===== src/hdl/mm33_pkg.sv =====
// ----------------------------------------------------------------------------
// mm33_pkg: shared types and helpers for the 3x3 min/max morphology block
// Pixel and coordinate widths, register indexes, the job record passed
// from the front end through the job queue to the back end, and min/max.
// ----------------------------------------------------------------------------
package mm33_pkg;

    // Sizes
    localparam int PIX_BITS  = 16;
    localparam int MAX_COLS  = 1024;
    localparam int COL_BITS  = $clog2(MAX_COLS);
    localparam int ROW_BITS  = 12;
    localparam int WID_BITS  = 11;
    localparam int CFG_BITS  = 12;
    localparam int IDX_BITS  = 2;
    localparam int QDEPTH    = 4;
    localparam int QPTR_BITS = $clog2(QDEPTH);
    localparam int QCNT_BITS = $clog2(QDEPTH + 1);

    // Register indexes
    localparam logic [IDX_BITS-1:0] CFG_IDX_WIDTH  = 2'd0;
    localparam logic [IDX_BITS-1:0] CFG_IDX_HEIGHT = 2'd1;
    localparam logic [IDX_BITS-1:0] CFG_IDX_MODE   = 2'd2;

    // Register reset values
    localparam logic [WID_BITS-1:0] RST_WIDTH  = 11'd640;
    localparam logic [ROW_BITS-1:0] RST_HEIGHT = 12'd480;

    // Mode codes
    localparam logic MODE_ERODE  = 1'b0;
    localparam logic MODE_DILATE = 1'b1;

    // Result slots of a job, in release order
    localparam int EMIT_UL   = 0;  // (r-1, c-1)
    localparam int EMIT_UR   = 1;  // (r-1, c)   last column
    localparam int EMIT_LL   = 2;  // (r,   c-1) last row
    localparam int EMIT_LR   = 3;  // (r,   c)   last row and column
    localparam int EMIT_BITS = 4;

    typedef logic [PIX_BITS-1:0] t_pix;

    // One input pixel's work: column reductions plus which results it releases.
    // f* reduce rows r-2..r (top row masked above row 2), l* rows r-1..r.
    // Index 0 is column c-2, 1 is c-1, 2 is c.
    typedef struct packed {
        t_pix                 f0;
        t_pix                 f1;
        t_pix                 f2;
        t_pix                 l0;
        t_pix                 l1;
        t_pix                 l2;
        logic [ROW_BITS-1:0]  row;
        logic [COL_BITS-1:0]  col;
        logic [EMIT_BITS-1:0] emit;
    } t_job;

    // Neutral element of the reduction
    function automatic t_pix pix_ident(input logic mode);
        return (mode == MODE_DILATE) ? '0 : '1;
    endfunction

    // Min for erode, max for dilate
    function automatic t_pix pix_pick(input t_pix a, input t_pix b, input logic mode);
        if (mode == MODE_DILATE) begin
            return (a > b) ? a : b;
        end
        return (a < b) ? a : b;
    endfunction

endpackage


===== src/hdl/mm33_queue.sv =====
// ----------------------------------------------------------------------------
// mm33_queue: short job queue between front end and back end
// Register-based FIFO of job records; the front end holds credits so
// that a push never meets a full queue.
// ----------------------------------------------------------------------------
module mm33_queue (
    input  logic           i_clk,
    input  logic           i_rst_n,
    input  logic           i_push,
    input  mm33_pkg::t_job i_job,
    input  logic           i_pop,
    output logic           o_valid,
    output mm33_pkg::t_job o_job
);

    mm33_pkg::t_job                 r_mem [mm33_pkg::QDEPTH];
    logic [mm33_pkg::QPTR_BITS-1:0] r_wp, r_rp;
    logic [mm33_pkg::QCNT_BITS-1:0] r_cnt;
    logic                           pop_ok;

    assign o_valid = (r_cnt != '0);
    assign o_job   = r_mem[r_rp];
    assign pop_ok  = i_pop && o_valid;

    // Pointers and fill count
    always_ff @(posedge i_clk) begin
        if (!i_rst_n) begin
            r_wp  <= '0;
            r_rp  <= '0;
            r_cnt <= '0;
        end else begin
            if (i_push) begin
                r_wp <= (r_wp == mm33_pkg::QPTR_BITS'(mm33_pkg::QDEPTH - 1)) ? '0
                                                                             : r_wp + 1'b1;
            end
            if (pop_ok) begin
                r_rp <= (r_rp == mm33_pkg::QPTR_BITS'(mm33_pkg::QDEPTH - 1)) ? '0
                                                                             : r_rp + 1'b1;
            end
            if (i_push && !pop_ok) begin
                r_cnt <= r_cnt + 1'b1;
            end else if (!i_push && pop_ok) begin
                r_cnt <= r_cnt - 1'b1;
            end
        end
    end

    // Storage
    always_ff @(posedge i_clk) begin
        if (i_push) begin
            r_mem[r_wp] <= i_job;
        end
    end

    // Checks
    a_no_overflow: assert property (@(posedge i_clk) disable iff (!i_rst_n)
        i_push |-> (r_cnt != mm33_pkg::QCNT_BITS'(mm33_pkg::QDEPTH)))
        else $error("job pushed into a full queue");

endmodule


===== config.mk =====
export PLATFORM = sky130hd
export DESIGN_NAME = mm33_queue
export DESIGN_NICKNAME = d
export VERILOG_FILES = /design/src/hdl/mm33_pkg.sv /design/src/hdl/mm33_queue.sv
export SDC_FILE = /design/constraint.sdc
export NUM_CORES = 1
export LEC_CHECK = 0
export BUFFER_PORTS_ARGS = -buffer_cell sky130_fd_sc_hd__buf_2
export CORE_ASPECT_RATIO = 0.7
export CORE_MARGIN = 2
export CORE_UTILIZATION = 40
export CTS_CLUSTER_SIZE = 25
export DETAILED_ROUTE_END_ITERATION = 10
export PLACE_DENSITY = 0.63
export SLEW_MARGIN = 20
export SYNTH_ARGS = -nofsm -noshare
export SYNTH_HDL_FRONTEND = slang
export SYNTH_SLANG_ARGS = --single-unit
export TNS_END_PERCENT = 20

===== constraint.sdc =====
create_clock -name i_clk -period 7.08 [get_ports i_clk]
set_input_delay 0.354 -clock i_clk [delete_from_list [all_inputs] [get_ports i_clk]]
set_output_delay 0.354 -clock i_clk [all_outputs]
set_load 0.05 [all_outputs]

After elaboration in Yosys (flattened, before gate mapping)
Memories as Yosys holds them, arrays and structs flattened. A register that Yosys moved wholly into a read port is not among the register bits.
Index checks and enable logic that the tools add are counted.
{ "classes": {"addsub": 4, "n_eq_ne": 2, "n_mux": 8, "reduce_logical": 7} }
{ "op_table": {"columns": ["op", "n"], "rows": [
  ["2-bit two-way mux", 4],
  ["3-bit two-way mux", 2],
  ["2-bit by 1-bit adder with 2-bit output, second input constant", 2],
  ["2-bit == test, second input constant", 2],
  ["3-bit by 1-bit adder with 3-bit output, second input constant", 1],
  ["1-bit logical AND", 3],
  ["3-bit nonzero test", 1],
  ["3-bit by 1-bit subtractor with 3-bit output, second input constant", 1],
  ["1-bit zero test", 2],
  ["1-bit two-way mux", 2],
  ["2-bit nonzero test", 1]
]} }
{ "totals": {"reg_bits": 7, "mem_bits_rw": 488, "input_bits": 126, "word_cells": 25, "memories": 1} }
{ "mem_list": {"columns": ["memory", "depth", "word_bits", "rd", "rd_clocked_by_memory_dff", "write_ports", "line_no", "text"], "rows": [
  ["r_mem", 4, 122, 1, 1, 1, "mm33_queue.sv:16", "mm33_pkg::t_job r_mem [mm33_pkg::QDEPTH];"]
]} }

Logic depth before layout (Yosys ltp)
Gate-level depths: netlist (run 1).
{ "depth": {"word_depth": 5, "mapped_depth": 7, "depth_no_buf": 7} }

Worst setup path after synthesis (run 1)
OpenSTA, ideal clock, no wires.
{ "synth_timing": {"path_kind": "register to register", "startpoint": "register r_wp[0] in the netlist's numbering", "endpoint": "memory r_mem[3][0] in the netlist's numbering, enable pin", "arrival_ns": 3.347, "path_slack_ns": 3.238, "stages_incl_launch_ff": 3, "n_path_buf": 0, "cell_sequence": "dfxtp_1 ha_1 and2_1"} }
{ "synth_lines": {"columns": ["item", "line_no", "text"], "rows": [
  ["start: declaration", "mm33_queue.sv:17", "logic [mm33_pkg::QPTR_BITS-1:0] r_wp, r_rp;"],
  ["start signal: assignment", "mm33_queue.sv:33", "r_wp <= (r_wp == mm33_pkg::QPTR_BITS'(mm33_pkg::QDEPTH - 1)) ? '0"],
  ["end: declaration", "mm33_queue.sv:16", null]
]} }
Straight into the memory's write port.

==> results of run 1 <==
[cells in the mapped netlist]
master,count,area [um2]
o21ai_0,3,15.01
o31ai_1,1,7.510
xor2_1,1,8.760
clkbuf_1,5,18.77
nand3_1,2,10.01
nor2_1,2,7.510
xnor2_1,1,8.760
mux2i_1,3,30.03
fa_1,1,20.02
ha_1,6,75.07
edfxtp_1,488,14650
and2_1,5,31.28
or3_1,2,12.51
dfxtp_1,9,180.2
a21boi_0,1,7.510
buf_2,13,65.06
mux4_2,122,2748
inv_1,3,11.26
nand2_1,2,7.510
clkbuf_2,1,5.000
buf_6,9,101.4
nor2b_1,3,18.77
[cell usage in the layout, fill, tap and decap left out, drive strengths merged]
cell type      n
mux2i          3
clkinv        13
clkbuf        66
nand2          2
buf          257
nor2b          3
and2           5
nor2           2
dfxtp          9
edfxtp       488
xnor2          1
bufinv         4
mux4         122
dlygate4sd3  113
diode          3
a21boi         1
or3            2
o31ai          1
nand3          2
o21ai          3
fa             1
xor2           1
ha             6
inv            6
[metal layers]
layer  share of wire  GRT usage  vias up
met1            0.44     0.2090     4436
met4           0.020    0.03653        0
met5               0          0        -
met2            0.47     0.2458      234
met3           0.070    0.04481       53
li1                -          -     3745
[power by group]
group / total, mW / switching (mW) / leakage [nW] / internal, mW
Sequential: 3.49 / 0.105 / 4.56 / 3.38
Combinational: 2.19 / 1.48 / 2.27 / 0.707
Clock: 2.48 / 1.04 / 0.736 / 1.44
Total: 8.16 / 2.63 / 7.57 / 5.53
[cell type report]
class	instances	area, um2
antenna	3	7.507
clock buffer	66	1310
clock inverter	20	203.9
fill	3598	22230
inverter	3	11.26
multi-input combinational	155	3018
sequential	497	14840
tap	603	754.5
timing repair buffer	370	2440
[repair_timing]
item | CTS | global route
buffers inserted | 0 | 0
endpoints found under the hold margin | 438 | 0
resized for setup | 0 | 0
hold buffers | 113 | 0
[path summary, 6_finish.rpt]
| kind | end | slack, ns | cells past startpoint |
|---|---|---|---|
| max | o_job[9] | 3.62 | 3 |
| min | r_mem[2][11] | 0.04 | 1 |
| max reg2reg | r_mem[3][57] | 4.30 | 3 |
| min reg2reg | r_cnt[2] | 0.51 | 2 |
[flip-flops by register name, summed over array words and instances (netlist names), named ones only]
name and cells:
r_wp 2, r_rp 2, r_cnt 3, r_mem 488
[through the flow]
stage / utilization / instances / worst slack, ns / total power, mW
5_1_grt: 0.5040 / 1716 / 3.307 / 8.493
6_report: 0.5040 / 1717 / 3.621 / 8.158
3_3_place_gp: 0.4448 / 1515 / 4.049 / 5.715
4_1_cts: 0.5039 / 1714 / 3.422 / 8.291
2_1_floorplan: - / 683 / 3.238 / 5.265
3_5_place_dp: 0.4448 / 1515 / 4.039 / 5.731
[cells by family after synthesis]
family	count (synthesis)	share of synthesized area
AO/OA/AOI/OAI	5	0.001664
XOR/XNOR	2	0.0009710
adder cells (fa/ha/maj)	7	0.005270
buffers and inverters	31	0.01116
flip-flops	497	0.8221
multiplexers	125	0.1539
AND/OR/NAND/NOR	16	0.004854
[worst max-delay path: stages, from the launching register on]
cell and delay, ns:
dfxtp_4 0.86, buf_4 0.80, mux4_2 0.60, buf_2 0.23
==> impl_metrics.ini, run 1 <==
[finish]
nets = 1208
fin_area_um2 = 22590
area_growth_pct = 25.18
layout-drive-gt1-share = 0.4023

[sta]
finalSetupViolCount = 0
rsz0062_at_grt = no
fin_crit_sh = 0.4885
tightest_slew_ns = 1.079
min_period_ns = 3.459
timing.fmax_mhz = 289.1
hold_slack_ns = 0.04161
clock_skew_ns = 0.01877
hold_viol = 0
slew_headroom = 0.2810
fin_setup_tns_ns = 0
timing.final.max_slew_violations = 0

[global_route]
first_global_vias = 9321
grt_pass1_wl_um = 54940
grt.overflow.total = 0
antenna_found_initial = 3
grt_max_degree = 66
track_usage = 0.1535

[setup_path]
worstPathArrival_ns = 3.10
cp.required_ns = 6.73
worstSetupPathType = reg -> out
r2r-start = r_wp[0]
start_kind = register
end_kind = output pin
crit_fanout = 41

[floorplan]
dieArea_um2 = 46850
start_util = 0.4027
core_area_um2 = 44810
placement_rows = 65
dieWidth_um = 257.9
fp.dieH_um = 181.7
io_pins = 249

[clock_network]
clkLatencyLatePin_ns = 0.55
cts_buffers = 48
cts.htree.levels = 2
cts.path.max_buffers = 3
path_clk_slew_ns = 0.06
cts_sinks = 497
root_buffer = clkbuf_16
tritoncts = built

[run]
drv_cap = 0

[placement]
placed_cell_area_um2 = 19930
port_buffers = 248
gp_congestion = 0.6944
dp_hpwl_um = 20030

[yosys]
syn-num-nets = 816
synth_area_um2 = 18040
yosys_warnings = 0
seq_area_frac_synth = 0.8221
syn_inst = 683
avgSynthCellArea_um2 = 26.42
synth_cell_types = 22
ys_seq_elements = 497

[detailed_routing]
routed_wl_um = 35790
drt_first_pass_iters = 4
via_per_inst = 4.932
drt_iter0_markers = 562
vias = 8468
ant_nets = 0
drcViolationCount = 0
routedWlPerCell_um = 20.84

[hold_path]
min_from = i_job[11]
hold_class = in -> reg

[pwr]
vdd_ir_drop_max_mv = 0.2662
p_leak_nw = 7.566
power_density_nw_per_um2 = 361.2

[outcome]
status = finished clean
(Power assumes the default switching activity.)
==> run 2: changes to the inputs <==
--- a/config.mk
+++ b/config.mk
@@ -5,13 +5,14 @@
 export SDC_FILE = /design/constraint.sdc
 export NUM_CORES = 1
 export LEC_CHECK = 0
+export ABC_AREA = 1
 export BUFFER_PORTS_ARGS = -buffer_cell sky130_fd_sc_hd__buf_2
 export CORE_ASPECT_RATIO = 0.7
 export CORE_MARGIN = 2
 export CORE_UTILIZATION = 40
 export CTS_CLUSTER_SIZE = 25
 export DETAILED_ROUTE_END_ITERATION = 10
-export PLACE_DENSITY = 0.63
+export PLACE_DENSITY = 0.65
 export SLEW_MARGIN = 20
 export SYNTH_ARGS = -nofsm -noshare
 export SYNTH_HDL_FRONTEND = slang
==> constraint.sdc (replaced) <==
create_clock -name i_clk -period 3.09 [get_ports i_clk]
set_input_delay 0.1545 -clock i_clk [delete_from_list [all_inputs] [get_ports i_clk]]
set_output_delay 0.1545 -clock i_clk [all_outputs]
set_load 0.05 [all_outputs]
==> run 2 against run 1 <==
Effect of this change:
- clock power increased by 120%
- die area rose by 2.5%
- total power rose to 2.5 times the previous value
- critical endpoint is now o_job[23]
- highest routed layer unchanged
==> impl_metrics.ini, run 2 <==
[outcome]
status = finished clean

[clock_network]
path_clk_slew_ns = 0.06
cts_buffers = 47
cts.htree.levels = 2
cts_resized = 0
cts_setup_buffers = 0
clkLatencyLatePin_ns = 0.54
cts_sinks = 497
tritoncts = built
root_buffer = clkbuf_16
holdBufCountCts = 125
cts.path.max_buffers = 3

[sta]
slew_headroom = 0.4530
timing.final.max_slew_violations = 0
timing.fmax_mhz = 380.3
rsz0062_at_grt = no
tightest_slew_ns = 0.8204
fin_crit_sh = 0.8510
fin_setup_tns_ns = 0
min_period_ns = 2.630
clock_skew_ns = 0.01510
hold_slack_ns = 0.3604
finalSetupViolCount = 0
hold_viol = 0
layout_setup_ws_ns = 0.4604

[finish]
reg_top3 = r_mem x488, r_cnt x3
largest_register_ff_count = 488
mostFrequentLayoutCells = edfxtp_1 (488), nor2_1 (254), buf_2 (248)
final_core_util = 0.5077
top_register = r_mem
fill_cells = 3797
area_growth_pct = 24.57
layout-drive-gt1-share = 0.2037
fin_area_um2 = 23040
fin_cells = 2241
final_common_cell = edfxtp_1
nets = 1737

[yosys]
syn_inst = 1242
yosysMostFrequentCell = edfxtp_1
synth_area_leaders = edfxtp_1 (79%), o21ai_0 (5.6%), nor2_1 (5.2%)
avgSynthCellArea_um2 = 14.89
ys_seq_elements = 497
synth_common_cells = edfxtp_1 (488), nor2_1 (254), o21ai_0 (206)
yosys.area.top_type_share = 0.7923
seq_area_frac_synth = 0.8020
synth_area_um2 = 18500
async_reset_ff_frac = 0
synth_cell_types = 22
yosys.area.top_type = edfxtp_1
synth-edff-count = 488
yosys_warnings = 0
syn-num-nets = 1375
synth_flop_cell = edfxtp_1

[placement]
port_buffers = 248
dpl.cell_count = 2033
gp_congestion = 0.7381
post-place-ws_ns = 1.061
placed_cell_area_um2 = 20370
dp_hpwl_um = 21900

[floorplan]
dieWidth_um = 261.0
placement_rows = 65
fp.dieH_um = 183.9
core_area_um2 = 45380
dieArea_um2 = 48010
io_pins = 249
start_util = 0.4076

[detailed_routing]
ant_nets = 0
routed_wl_um = 41460
met3WireLength_um = 2389
m1WireLength_um = 17960
via_per_inst = 5.098
vias = 11420
routedWlPerCell_um = 18.50
top_layer = met4
drt_first_pass_iters = 5
wl_met2_um = 20460
drcViolationCount = 0
drt_iter0_markers = 946

[hold_path]
min_from = i_job[44]
hold_class = in -> reg

[global_route]
grt_pass1_wl_um = 63460
antenna_found_initial = 3
grt_max_degree = 161
track_usage = 0.1694
grt.overflow.total = 0
first_global_vias = 11500

[setup_path]
r2r_slack_ns = 1.23
cpPeakStageDelay_ns = 0.37
crit_fanout = 80
path_cells = inv_6 > buf_12 > o21ai_0 > o22ai_1 > buf_2
start_kind = register
cp_slowest_cell = dfxtp_4
worstSetupPathType = reg -> out
crit_family = buffers and inverters
cp.required_ns = 2.94
r2r-start = r_wp[0]
worstPathArrival_ns = 2.48
cp_num_buf_inv = 3
end_kind = output pin

[pwr]
p_leak_nw = 8.046
total_power_mw = 20.51
power_density_nw_per_um2 = 890.0
vdd_ir_drop_max_mv = 0.6357

[run]
drv_cap = 0
==> run 2: changes by cell type in the layout (fill, tap and decap cells not counted), moves of 4 or more <==
cell and change:
and2_4 -4, buf_12 +13, dlygate4sd3_1 +12, inv_1 +7, mux4_2 -122, nand2_1 +11, nor2_1 +252, o21ai_0 +203
o21ai_1 +40, o22ai_1 +122
==> run 2: cell families (layout without fill, tap and decap cells) <==
family / after synthesis / after routing / share of synthesized area
other cells: 0 / 3 / 0
flops: 497 / 497 / 0.8020
xor+xnor: 1 / 1 / 0.0004736
simple gates: 271 / 271 / 0.05547
fa+ha+maj: 7 / 7 / 0.005141
buf+inv: 95 / 488 / 0.02828
compound gates: 371 / 371 / 0.1086
==> run 2: final timing paths <==
path	depth (start not counted)	to
hold reg to reg	2	register
setup / recovery	5	o_job[23]
hold / removal	2	r_mem[1][44]
setup reg to reg	5	r_mem[2][39]
==> run 2: routing by layer <==
| layer | global-route usage | up-vias |
|---|---|---|
| li1 | - | 5423 |
| met1 | 0.2176 | 5631 |
| met2 | 0.2943 | 307 |
| met3 | 0.03708 | 63 |
| met4 | 0.03909 | 0 |
| met5 | 0 | - |
==> run 2: area by class of cell <==
| class | instances | area, um2 | area share |
|---|---|---|---|
| Inverter | 16 | 86.33 | 0.003747 |
| Sequential cell | 497 | 14840 | 0.6441 |
| Clock inverter | 18 | 138.9 | 0.006028 |
| Clock buffer | 62 | 1275 | 0.05534 |
| Antenna cell | 3 | 7.507 | 0.0003258 |
| Tap cell | 603 | 754.5 | 0.03275 |
| Multi-Input combinational cell | 650 | 3139 | 0.1362 |
| Timing Repair Buffer | 392 | 2798 | 0.1214 |
==> run 2: power by group <==
part	internal, mW	switching (mW)	total (mW)
sequential	7.74	0.0925	7.83
combinational	1.62	5.68	7.30
clock	3.06	2.32	5.37
==> run 2: worst register-to-register path: cells and delay by family, from the launching register on <==
| family | cells | cell delay [ns] |
|---|---|---|
| buffers and inverters | 3 | 0.87 |
| adder cells (fa/ha/maj) | 1 | 0.15 |
| flip-flops | 1 | 0.36 |
| AND/OR/NAND/NOR | 1 | 0.10 |
