[src/hdl/mm33_pkg.sv]
// ----------------------------------------------------------------------------
// mm33_pkg: shared types and helpers for the 3x3 min/max morphology block
// Pixel and coordinate widths, register indexes, the job record passed
// from the front end through the job queue to the back end, and min/max.
// ----------------------------------------------------------------------------
package mm33_pkg;

    // Sizes
    localparam int PIX_BITS  = 16;
    localparam int MAX_COLS  = 1024;
    localparam int COL_BITS  = $clog2(MAX_COLS);
    localparam int ROW_BITS  = 12;
    localparam int WID_BITS  = 11;
    localparam int CFG_BITS  = 12;
    localparam int IDX_BITS  = 2;
    localparam int QDEPTH    = 4;
    localparam int QPTR_BITS = $clog2(QDEPTH);
    localparam int QCNT_BITS = $clog2(QDEPTH + 1);

    // Register indexes
    localparam logic [IDX_BITS-1:0] CFG_IDX_WIDTH  = 2'd0;
    localparam logic [IDX_BITS-1:0] CFG_IDX_HEIGHT = 2'd1;
    localparam logic [IDX_BITS-1:0] CFG_IDX_MODE   = 2'd2;

    // Register reset values
    localparam logic [WID_BITS-1:0] RST_WIDTH  = 11'd640;
    localparam logic [ROW_BITS-1:0] RST_HEIGHT = 12'd480;

    // Mode codes
    localparam logic MODE_ERODE  = 1'b0;
    localparam logic MODE_DILATE = 1'b1;

    // Result slots of a job, in release order
    localparam int EMIT_UL   = 0;  // (r-1, c-1)
    localparam int EMIT_UR   = 1;  // (r-1, c)   last column
    localparam int EMIT_LL   = 2;  // (r,   c-1) last row
    localparam int EMIT_LR   = 3;  // (r,   c)   last row and column
    localparam int EMIT_BITS = 4;

    typedef logic [PIX_BITS-1:0] t_pix;

    // One input pixel's work: column reductions plus which results it releases.
    // f* reduce rows r-2..r (top row masked above row 2), l* rows r-1..r.
    // Index 0 is column c-2, 1 is c-1, 2 is c.
    typedef struct packed {
        t_pix                 f0;
        t_pix                 f1;
        t_pix                 f2;
        t_pix                 l0;
        t_pix                 l1;
        t_pix                 l2;
        logic [ROW_BITS-1:0]  row;
        logic [COL_BITS-1:0]  col;
        logic [EMIT_BITS-1:0] emit;
    } t_job;

    // Neutral element of the reduction
    function automatic t_pix pix_ident(input logic mode);
        return (mode == MODE_DILATE) ? '0 : '1;
    endfunction

    // Min for erode, max for dilate
    function automatic t_pix pix_pick(input t_pix a, input t_pix b, input logic mode);
        if (mode == MODE_DILATE) begin
            return (a > b) ? a : b;
        end
        return (a < b) ? a : b;
    endfunction

endpackage

[src/hdl/mm33_back.sv]
// ----------------------------------------------------------------------------
// mm33_back: result sequencer and output register
// Walks the results released by the head job in order, finishes each
// window reduction, and presents one result at a time on the output.
// ----------------------------------------------------------------------------
module mm33_back (
    input  logic                           i_clk,
    input  logic                           i_rst_n,
    input  logic                           i_job_valid,
    input  mm33_pkg::t_job                 i_job,
    input  logic                           i_mode,
    output logic                           o_release,
    output logic                           empty,
    input  logic                           pop,
    output logic [mm33_pkg::PIX_BITS-1:0]  o_out_value,
    output logic [mm33_pkg::ROW_BITS-1:0]  o_out_row,
    output logic [mm33_pkg::COL_BITS-1:0]  o_out_col,
    output logic                           o_run_last,
    output logic                           o_frame_done
);

    logic [mm33_pkg::EMIT_BITS-1:0] r_sent;
    logic [mm33_pkg::EMIT_BITS-1:0] pending, sel, rest;
    logic                           r_ovalid;
    logic                           slot_free, load, upper, use0;
    mm33_pkg::t_pix                 x0, x1, x2, val;
    logic [mm33_pkg::ROW_BITS-1:0]  row;
    logic [mm33_pkg::COL_BITS-1:0]  col;

    assign empty     = !r_ovalid;
    assign slot_free = !r_ovalid || pop;

    // Pick the next result of the head job
    always_comb begin
        pending = i_job.emit & ~r_sent;
        sel     = pending & (~pending + 1'b1);
        rest    = pending & ~sel;
        load    = i_job_valid && (pending != '0) && slot_free;
        // release when the job is exhausted, or empty from the start
        o_release = i_job_valid && ((pending == '0) || (load && (rest == '0)));

        upper = sel[mm33_pkg::EMIT_UL] || sel[mm33_pkg::EMIT_UR];
        use0  = sel[mm33_pkg::EMIT_UL] || sel[mm33_pkg::EMIT_LL];
        x1    = upper ? i_job.f1 : i_job.l1;
        x2    = upper ? i_job.f2 : i_job.l2;
        x0    = use0 ? (upper ? i_job.f0 : i_job.l0) : mm33_pkg::pix_ident(i_mode);
        val   = mm33_pkg::pix_pick(x0, mm33_pkg::pix_pick(x1, x2, i_mode), i_mode);
        row   = upper ? (i_job.row - 1'b1) : i_job.row;
        col   = use0 ? (i_job.col - 1'b1) : i_job.col;
    end

    // Sequencer state and output valid
    always_ff @(posedge i_clk) begin
        if (!i_rst_n) begin
            r_sent   <= '0;
            r_ovalid <= 1'b0;
        end else begin
            if (o_release) begin
                r_sent <= '0;
            end else if (load) begin
                r_sent <= r_sent | sel;
            end
            if (load) begin
                r_ovalid <= 1'b1;
            end else if (pop) begin
                r_ovalid <= 1'b0;
            end
        end
    end

    // Output payload
    always_ff @(posedge i_clk) begin
        if (load) begin
            o_out_value  <= val;
            o_out_row    <= row;
            o_out_col    <= col;
            o_run_last   <= (rest == '0);
            o_frame_done <= sel[mm33_pkg::EMIT_LR];
        end
    end

    // Checks
    a_sent_subset: assert property (@(posedge i_clk) disable iff (!i_rst_n)
        i_job_valid |-> ((r_sent & ~i_job.emit) == '0))
        else $error("sent mask outside head job");

    a_done_last: assert property (@(posedge i_clk) disable iff (!i_rst_n)
        (r_ovalid && o_frame_done) |-> o_run_last)
        else $error("frame end result not last of its pixel");

endmodule

[config.mk]
export PLATFORM = sky130hd
export DESIGN_NAME = mm33_back
export DESIGN_NICKNAME = d
export VERILOG_FILES = /design/src/hdl/mm33_pkg.sv /design/src/hdl/mm33_back.sv
export SDC_FILE = /design/constraint.sdc
export NUM_CORES = 1
export LEC_CHECK = 0
export ABC_AREA = 1
export BUFFER_PORTS_ARGS = -buffer_cell sky130_fd_sc_hd__buf_2
export CAP_MARGIN = 15
export CORE_AREA = 2 2 138 140
export DETAILED_ROUTE_END_ITERATION = 8
export DIE_AREA = 0 0 140 142
export PLACE_DENSITY = 0.5
export SYNTH_ARGS = -nofsm -noshare
export SYNTH_HDL_FRONTEND = slang
export SYNTH_SLANG_ARGS = --single-unit
[constraint.sdc]
create_clock -name i_clk -period 5.5 [get_ports i_clk]
set_input_delay 0.55 -clock i_clk [delete_from_list [all_inputs] [get_ports i_clk]]
set_output_delay 0.55 -clock i_clk [all_outputs]
set_load 0.03 [all_outputs]
After elaboration in Yosys (flattened, before gate mapping):

Cells that the tools add are included.

* $add $sub $neg: 3
* magnitude comparators: 4
* mux-type cells: 18
* bitwise gates (word level): 8
* reductions and logical operators: 14

Operators by type and width (count)
* $mux W16: 13
* $gt A16 B16 Y1: 2
* $lt A16 B16 Y1: 2
* $and A4 B4 Y4: 3
* $mux W12: 1
* $not A4 Y4: 3
* $sub A12 B1 Y12 const B: 1
* $mux W10: 1
* $sub A10 B1 Y10 const B: 1
* $logic_not A4 Y1: 2
* $add A4 B1 Y4 const B: 1
* $logic_and A1 B1 Y1: 4
* $logic_or A1 B1 Y1: 4
* $or A4 B4 Y4: 1
* $reduce_bool A4 Y1: 1
* $mux W1: 3
* $reduce_bool A2 Y1: 1
* $reduce_or A2 Y1: 1
* $logic_not A1 Y1: 1
* $not A1 Y1: 1

* register bits after elaboration: 45
* input bits: 127
* word-level logic and storage cells: 54

Logic depth before layout (Yosys ltp):

Gate-level depths: netlist of the first run.

* depth in word-level cells: 15
* gate-level depth with buffers: 36
* depth with buffers taken out: 32

Least setup slack after synthesis of the first run:

Ideal clock, no wire load.

* path kind: input-to-reg
* from: in i_job[1] (netlist bit)
* to: reg o_out_value[10] (netlist bit) (data pin)
* setup time: 0.252 ns
* arrival: 3.951 ns
* slack: 1.297 ns
* stages: 25
* buffers on the path: 5
* cells stage by stage: nand2_1 > nand2_4 > buf_6 > buf_6 > o21ai_0 > inv_1 > ha_1 > a21oi_1 > o21ai_1 > a21oi_4 > nand2_4 > buf_4 > nand3_1 > nand3_2 > and2_1 > ha_1 > nand2_1 > nor4_4 > nand2_1 > nand2_1 > buf_4 > buf_4 > nand3_1 > nand2_1 > nand2_1

* cells in the longest elaborated chain, start to end: 14
* elaborated cells between the ends (all ways): 22
* those cells by class: add/sub: 1; order compare: 4; mux: 12; bitwise: 3; reduce/logical: 2

Ends and longest elaborated chain
* start, declared: line mm33_back.sv:10 `input mm33_pkg::t_job i_job,`
* $and A4 B4 Y4 *: line mm33_back.sv:35 `pending = i_job.emit & ~r_sent;`
* $not A4 Y4: line mm33_back.sv:36 `sel = pending & (~pending + 1'b1);`
* $add A4 B1 Y4: line mm33_back.sv:36
* $and A4 B4 Y4 *: line mm33_back.sv:36
* $logic_or A1 B1 Y1: line mm33_back.sv:42 `upper = sel[mm33_pkg::EMIT_UL] || sel[mm33_pkg::EMIT_UR];`
* $mux W16, on equally long branches: line mm33_back.sv:44, mm33_back.sv:45
* $gt A16 B16 Y1: line mm33_pkg.sv:65 `return (a > b) ? a : b;`
* $mux W16: line mm33_pkg.sv:65
* $mux W16: line mm33_pkg.sv:64 `if (mode == MODE_DILATE) begin`
* $mux W16: line mm33_pkg.sv:67 `return (a < b) ? a : b;`
* $gt A16 B16 Y1: line mm33_pkg.sv:65
* $mux W16: line mm33_pkg.sv:65
* $mux W16: line mm33_pkg.sv:64
* $mux W16 *: line mm33_pkg.sv:67
* net val[10]: line mm33_back.sv:26 `mm33_pkg::t_pix x0, x1, x2, val;`
* end signal, assigned: line mm33_back.sv:74 `o_out_value <= val;`
* end, declared: line mm33_back.sv:15 `output logic [mm33_pkg::PIX_BITS-1:0] o_out_value,`

The timed path passes the listed nets; every way through them passes the cells marked *. The select of a mux whose other input is x is not followed.
A chain may end at the register's enable or synchronous reset.

Worst setup path in the final report of the first run:

* from: reg r_sent[0] (netlist bit)
* to: reg o_out_value[5] (netlist bit) (data pin)

* cells in the longest elaborated chain, start to end: 15
* elaborated cells between the ends (all ways): 23
* those cells by class: add/sub: 1; order compare: 4; mux: 12; bitwise: 4; reduce/logical: 2

Ends and longest elaborated chain
* start, declared: line mm33_back.sv:22 `logic [mm33_pkg::EMIT_BITS-1:0] r_sent;`
* start signal, assigned: line mm33_back.sv:61 `r_sent <= r_sent | sel;`
* $not A4 Y4 *: line mm33_back.sv:35
* $and A4 B4 Y4 *: line mm33_back.sv:35
* $not A4 Y4: line mm33_back.sv:36
* $add A4 B1 Y4: line mm33_back.sv:36
* $and A4 B4 Y4 *: line mm33_back.sv:36
* $logic_or A1 B1 Y1: line mm33_back.sv:42
* $mux W16, on equally long branches: line mm33_back.sv:44, mm33_back.sv:45
* $gt A16 B16 Y1: line mm33_pkg.sv:65
* $mux W16: line mm33_pkg.sv:65
* $mux W16: line mm33_pkg.sv:64
* $mux W16: line mm33_pkg.sv:67
* $gt A16 B16 Y1: line mm33_pkg.sv:65
* $mux W16: line mm33_pkg.sv:65
* $mux W16: line mm33_pkg.sv:64
* $mux W16 *: line mm33_pkg.sv:67
* net val[5]: line mm33_back.sv:26

Marked as above.

==> results of run 1 <==
## per-stage QoR
stage | power [mW] | utilization, % | hold slack (ns)
2_1_floorplan | 1.152 | - | 0.4311
3_3_place_gp | 1.364 | 32.84 | 0.4447
3_5_place_dp | 1.362 | 32.84 | 0.4468
4_1_cts | 1.724 | 33.77 | 0.4565
5_1_grt | 1.861 | 33.78 | 0.4861
6_report | 1.705 | 33.78 | 0.4572
## cells in the final DEF (no fill, tap or decap), drive strengths merged
cell,netlist,routed
buf,27,179
clkinv,0,1
nor4,3,3
clkbuf,7,5
mux2i,8,8
o21a,2,2
nand2,261,261
and2,15,15
o21ai,39,39
a21boi,1,1
nor2,19,19
nand3b,2,2
ha,34,34
clkinvlp,0,1
bufinv,0,1
edfxtp,40,40
a21o,1,1
xor2,14,14
nor3,5,5
nand3,121,121
xnor2,6,6
a21oi,19,19
dfxtp,5,5
or2,5,5
inv,99,99
nand4,4,4
## cell families after synthesis
group | count (synthesis) | synth area share [%]
adder cells (fa/ha/maj) | 34 | 8.385
multiplexers | 8 | 2.343
AND/OR/NAND/NOR | 435 | 40.89
AO/OA/AOI/OAI | 62 | 7.201
buffers and inverters | 133 | 12.08
XOR/XNOR | 20 | 3.453
flip-flops | 45 | 25.65
## flip-flops by register name (all words and copies together), names as in the netlist
| register | flops |
|---|---|
| o_frame_done | 1 |
| o_out_col | 10 |
| o_out_row | 12 |
| o_out_value | 16 |
| o_run_last | 1 |
| r_ovalid | 1 |
| r_sent | 4 |
## cell type report
type	instances	area, µm²	area share [%]
multi-input cells	559	3162	50.71
flip-flops and latches	45	1301	20.87
repair buffers	179	935.9	15.01
inverters	99	371.6	5.960
well taps	234	292.8	4.696
clock buffers	5	125.1	2.007
clock inverters	3	46.29	0.7425
## layer usage
metal	global-route usage (%)	wire, µm	up-vias
met5	0	0	-
met4	3.456	176	0
met3	2.120	925	8
met2	22.22	5908	179
met1	22.26	7493	2093
li1	-	-	2677
## power groups by stage
stage / combinational (mW) / sequential, mW / clock (mW)
after floorplan: 0.614 / 0.538 / 0
after detailed placement: 0.908 / 0.453 / 0
after global placement: 0.911 / 0.453 / 0
after CTS: 0.912 / 0.446 / 0.366
after global routing: 1.04 / 0.450 / 0.375
final: 0.906 / 0.445 / 0.354
## timing repair
action                     in CTS  in global routing
setup endpoints to repair       0                 16
hold buffers                    0                  0
resized for setup               0                  1
## worst min path at each step
stage / start / endpoint / slack [ns] / cells after the start
2_1_floorplan: r_sent[3] / r_sent[3] / 0.43 / 2
4_1_cts: r_sent[1] / r_sent[1] / 0.46 / 2
3_3_place_gp: r_sent[2] / r_sent[2] / 0.44 / 2
5_1_grt: r_sent[2] / r_sent[2] / 0.49 / 2
6_report: r_sent[1] / r_sent[1] / 0.46 / 2
3_5_place_dp: r_sent[1] / r_sent[1] / 0.45 / 2
## worst max-delay path: cells and delay by family (launching register included)
family | cells | cell delay [ns]
and+or+nand+nor | 21 | 3.15
buffers and inverters | 4 | 0.61
adders and majority gates | 2 | 0.58
DFF | 1 | 0.30
==> impl_metrics.csv, run 1 <==
group,metric,value,unit
run_status,outcome,"finished, violations left",
run_status,violations,"design-rule violations",
power_and_ir_drop,netSwitchingFraction,43.47,%
critical_path,cp-start-kind,"flop",
timing,final.setup.worst_slack,0.5945,ns
yosys,synth_cells,737,
power_and_ir_drop,p_sw,0.7413,mW
timing,timing.final.crit_share,89.19,%
routing,firstDrtPassIters,7,
finish,stdcell_count,1124,
timing,hold_viol,0,
critical_path,crit_type,"flop to flop",
timing,fin_worst_skew,0.006540,ns
routing,drc,15,
grt,grtUsageTotal,14.78,%
floorplan,die_w,140,µm
grt,grt_max_degree,45,
timing,max_freq,203.9,MHz
floorplan,core,18460,µm²
critical_path,path_max_fanout,33,
routing,routed_wl,14.50,mm
finish,area_growth,22.89,%
clock_network,cts_inserted_buffers,5,
power_and_ir_drop,pwr-share-comb,53.1,%
yosys,ys_ff_latch,45,
critical_path,crit_start,"r_sent[0]",
critical_path,crit_slowest_cell,"nand2_2",
hold_path,min_path_type,"flop to flop",
clock_network,cts.clk_slew.worst_paths,0.07,ns
finish,diodes,0,
finish,final_layout_size_suffix_gt1_share,27.64,%
yosys,seq_area_frac_synth,25.65,%
critical_path,cp.arrival,4.96,ns
clock_network,clockRootBuffer,"clkbuf_16",
clock_network,clock-sinks,45,
yosys,synthTopCellsByCount,"253 x nand2_1, 108 x nand3_1, 98 x inv_1, 40 x edfxtp_1, 34 x ha_1",
finish,fin_nets,1050,
power_and_ir_drop,ir_drop,0.1051,mV
grt,grt_pass1_vias,4552,
yosys,async_flop_share,0,%
critical_path,r2r_start,"r_sent[0]",
critical_path,cpPeakStageDelay,0.41,ns
critical_path,reg2regPathDepth,27,
yosys,yosysMostFrequentCell,"nand2_1",
grt,grt-ovfl-total,0,
timing,slew_viol_final,0,
power_and_ir_drop,pwr-share-clk,20.8,%
place,pre_cts_slack,0.03889,ns
yosys,synth_ff_type,"edfxtp_1",
floorplan,row_count,50,
clock_network,clockBufferDepth,2,
routing,drtIter0Drc,334,
timing,tightestPinTransition,1.051,ns
yosys,syn_area_per_cell,6.884,µm²
critical_path,rrSetupSlack,0.59,ns
yosys,syn_area,5074,µm²
yosys,synth_area_leaders,"edfxtp_1 24%, nand2_1 19%, nand3_1 11%",
finish,fillers,2032,
place,dp_hpwl,11.48,mm
place,io_buffer_count,168,
power_and_ir_drop,p_seq_share,26.1,%
routing,via_count,4957,
clock_network,clkLatencyLatePin,0.29,ns
yosys,synth_nets,898,
timing,min_period,4.906,ns
power_and_ir_drop,p_per_area,273.5,nW/µm²
critical_path,r2r-end,"o_out_value[5]",
clock_network,cts_tree,"done",
power_and_ir_drop,power_leakage,3.385,nW
yosys,synth_edf_count,40,
floorplan,io_pins,169,
routing,wl_per_cell,12.90,µm
floorplan,die_area,19880,µm²
timing,relSlewSlack,29.84,%
yosys,ys_types,44,
floorplan,die_h,142,µm
yosys,yosysTopAreaCell,"edfxtp_1",
floorplan,start_util,27.49,%
yosys,yosys.area.top_type_share,23.67,%
finish,finalInstanceArea,6235,µm²
routing,drtAntennaViolNets,0,
timing,setup-tns-final,0,ns
clock_network,postCtsSetupRepairBufs,0,
critical_path,worstSetupEndpoint,"o_out_value[5]",
grt,antenna_found_initial,0,
place,dpl.cell_count,1116,
grt,grt_pass1_wl,23.69,mm
clock_network,h-tree-depth,2,
critical_path,worst_ep_required_time,5.55,ns
timing,setup_viol,0,
yosys,yosys_warnings,0,
critical_path,end_kind,"flop",
power_and_ir_drop,internal_power,0.9638,mW
job,max_cap_viol_count,0,
critical_path,cpMostUsedCell,"nand2_1",
routing,vias_per_cell,4.410,
place,gp_congestion,0.8431,
place,placedInstanceArea,6061,µm²
No activity file was read; power rests on OpenSTA's default activity.
==> inputs of run 2 (changes only) <==
==> config.mk (replaced) <==
export PLATFORM = sky130hd
export DESIGN_NAME = mm33_back
export DESIGN_NICKNAME = d
export VERILOG_FILES = /design/src/hdl/mm33_pkg.sv /design/src/hdl/mm33_back.sv
export SDC_FILE = /design/constraint.sdc
export NUM_CORES = 1
export LEC_CHECK = 0
export ABC_CLOCK_PERIOD_IN_PS = 5500
export BUFFER_PORTS_ARGS = -buffer_cell sky130_fd_sc_hd__buf_2
export CAP_MARGIN = 15
export CORE_AREA = 2 2 129 131
export DETAILED_ROUTE_END_ITERATION = 8
export DIE_AREA = 0 0 131 133
export PLACE_DENSITY = 0.51
export SYNTH_ARGS = -nofsm -noshare
export SYNTH_HDL_FRONTEND = slang
export SYNTH_SLANG_ARGS = --single-unit
==> run 2 against run 1 <==
  * Fmax down 5.5%
  * Hold slack better by 0.012 ns
  * Synthesized cell count down 32%
  * Die area is 12% lower
  * Clock power fell by 16%
  * Clock skew shrank 0.0024 ns
  * Sequential power is 2% lower
  * Non-clock buffer count grew 47
  * Count of clock-buffer cells in the layout increased by 3
  * Via count down 11%
  * Wire length down 4.8%
  * The run now ends clean
  * Synthesized area shrank 13%
==> impl_metrics.csv, run 2 <==
group,metric,value,unit
run_status,outcome,"finished clean",
clock_network,cts_inserted_buffers,5,
timing,tightestPinTransition,0.9800,ns
yosys,synth_area_leaders,"edfxtp_1 27%, mux2i_1 15%, ha_1 9.7%",
floorplan,start_util,27.14,%
timing,slew_viol_final,0,
job,max_cap_viol_count,0,
place,dpl.cell_count,916,
grt,grt_pass1_wl,21.09,mm
yosys,synthTopCellsByCount,"66 x mux2i_1, 61 x nand2_1, 47 x o21ai_0, 40 x edfxtp_1, 34 x ha_1",
power_and_ir_drop,ir_drop,0.1139,mV
yosys,yosysMostFrequentCell,"mux2i_1",
finish,largestRegisters,"o_out_value (16), o_out_row (12), o_out_col (10)",
critical_path,cp.arrival,5.20,ns
floorplan,core,16170,µm²
power_and_ir_drop,power_leakage,2.802,nW
routing,drc,0,
grt,grtUsageTotal,15.16,%
finish,largest_reg_flops,16,
finish,top_register,"o_out_value",
floorplan,row_count,47,
routing,firstDrtPassIters,4,
finish,layout_common_cells,"168 x buf_2, 61 x nand2_1, 61 x mux2i_1",
clock_network,clockBufferDepth,2,
yosys,ys_ff_latch,45,
yosys,async_flop_share,0,%
critical_path,end_kind,"flop",
yosys,syn_area,4389,µm²
yosys,yosys_warnings,0,
place,dp_hpwl,11.58,mm
finish,area_growth,37.97,%
grt,grt_pass1_vias,4298,
clock_network,cts_tree,"done",
critical_path,crit_type,"flop to flop",
yosys,yosys.area.top_type_share,27.37,%
power_and_ir_drop,p_per_area,253.8,nW/µm²
critical_path,crit_chain,"nand2b_1, nand2_1, buf_12, buf_4, mux2i_1, inv_1, ha_1, a21oi_1, o21a_1, o211ai_2, mux2i_4, buf_4, mux2_1, ha_1, and2_0, a221oi_2, o221ai_2, or2_4, o21ai_0, o211ai_1",
timing,setup_viol,0,
clock_network,h-tree-depth,2,
timing,rsz0062_at_grt,"no",
finish,stdcell_count,927,
grt,grt_max_degree,45,
place,io_buffer_count,168,
finish,fin_util,37.45,%
timing,relSlewSlack,34.67,%
floorplan,die_h,133,µm
routing,via_count,4407,
floorplan,die_area,17420,µm²
finish,final_layout_size_suffix_gt1_share,35.64,%
yosys,ys_types,49,
timing,fin_worst_skew,0.004162,ns
clock_network,clock-sinks,45,
critical_path,path_max_fanout,15,
critical_path,cpPeakStageDelay,0.36,ns
clock_network,clkLatencyLatePin,0.28,ns
finish,mostFrequentLayoutCell,"buf_2",
timing,max_freq,192.7,MHz
timing,hold_viol,0,
yosys,seq_area_frac_synth,29.65,%
grt,antenna_found_initial,0,
critical_path,crit_slowest_cell,"mux2_1",
yosys,synth_nets,664,
yosys,synth_edf_count,40,
routing,drtIter0Drc,155,
timing,min_period,5.189,ns
yosys,synth_ff_type,"edfxtp_1",
finish,diodes,0,
critical_path,worst_ep_required_time,5.51,ns
grt,grt-ovfl-total,0,
finish,fin_nets,867,
clock_network,clockRootBuffer,"clkbuf_16",
clock_network,cts_hold_buf,0,
routing,wl_per_cell,14.90,µm
finish,fillers,1663,
routing,drtAntennaViolNets,0,
critical_path,cp-start-kind,"flop",
routing,routed_wl,13.81,mm
place,gp_congestion,0.8370,
routing,vias_per_cell,4.754,
yosys,synth_cells,503,
floorplan,die_w,131,µm
clock_network,cts.clk_slew.worst_paths,0.06,ns
yosys,yosysTopAreaCell,"edfxtp_1",
floorplan,io_pins,169,
hold_path,min_path_type,"flop to flop",
timing,timing.final.crit_share,94.35,%
yosys,syn_area_per_cell,8.726,µm²
## run 2: changes by cell type in the layout (fill, tap and decap cells not counted), sizes merged, moves of 14 or more
cell | before | now
mux2 | 0 | 14
o211ai | 0 | 30
nand2 | 261 | 61
mux2i | 8 | 67
inv | 99 | 26
nand3 | 121 | 23
buf | 179 | 226
## run 2: final cells by class
cell class	instances	area (µm²)	area share, %
Clock buffer	8	146.4	2.417
Inverter	26	97.59	1.612
Multi-Input combinational cell	402	2914	48.12
Sequential cell	45	1301	21.49
Tap cell	220	275.3	4.545
Timing Repair Buffer	226	1321	21.82
## run 2: kinds of logic (layout without fill, tap and decap cells)
logic type,count (synthesis),in the layout,synth area share (%)
AO/OA/AOI/OAI,116,116,16.62
XOR/XNOR,19,19,3.791
adder cells (fa/ha/maj),35,35,9.920
buffers and inverters,56,260,5.245
flip-flops,45,45,29.65
multiplexers,81,81,19.16
AND/OR/NAND/NOR,151,151,15.62
## run 2: worst paths after layout
path	start	end	slack, ns	cells after the start
worst max-delay path	r_sent[0]	o_out_value[9]	0.31	20
worst max register to register	r_sent[0]	o_out_value[9]	0.31	20
worst min register to register	r_sent[0]	r_sent[0]	0.47	2
worst min-delay path	r_sent[0]	r_sent[0]	0.47	2
## run 2: report_power, final
part | internal (mW) | total, mW | switching [mW]
Clock | 0.181 | 0.297 | 0.116
Combinational | 0.337 | 0.802 | 0.465
Sequential | 0.428 | 0.438 | 0.00953
Total | 0.946 | 1.54 | 0.591
## run 2: through the flow
step / setup TNS [ns] / total power [mW] / setup WS, ns / hold slack (ns) / area [µm²]
floorplan: 0 / 0.9442 / 0.01713 / 0.4280 / 4389
finish: 0 / 1.537 / 0.3110 / 0.4691 / 6056
detailed placement: -6.049 / 1.230 / -0.4337 / 0.4605 / 5843
global placement: -2.093 / 1.214 / -0.1516 / 0.4435 / 5843
global route: 0 / 1.637 / 0.002020 / 0.5025 / 6056
CTS: 0 / 1.537 / 0.09821 / 0.4744 / 5997
## run 2: layer usage
| layer | GRT usage [%] | routed length, µm |
|---|---|---|
| met1 | 19.41 | 6290 |
| met2 | 26.63 | 6572 |
| met3 | 2.224 | 820 |
| met4 | 3.546 | 130 |
| met5 | 0 | 0 |
## run 2: repair_timing
item / in CTS / in global routing
resized for setup: 2 / 10
buffers inserted: 0 / 3
cloned: 0 / 0
pin swaps: 0 / 1
endpoints found under the setup margin: 15 / 16
## run 2: worst max-delay path, delay by kind of cell, from the launching register on
family | cells | cell delay (ns)
adders and majority gates | 2 | 0.59
muxes | 3 | 0.95
and+or+nand+nor | 4 | 0.85
DFF | 1 | 0.30
AOI/OAI and AO/OA | 7 | 1.44
buffers and inverters | 4 | 0.75
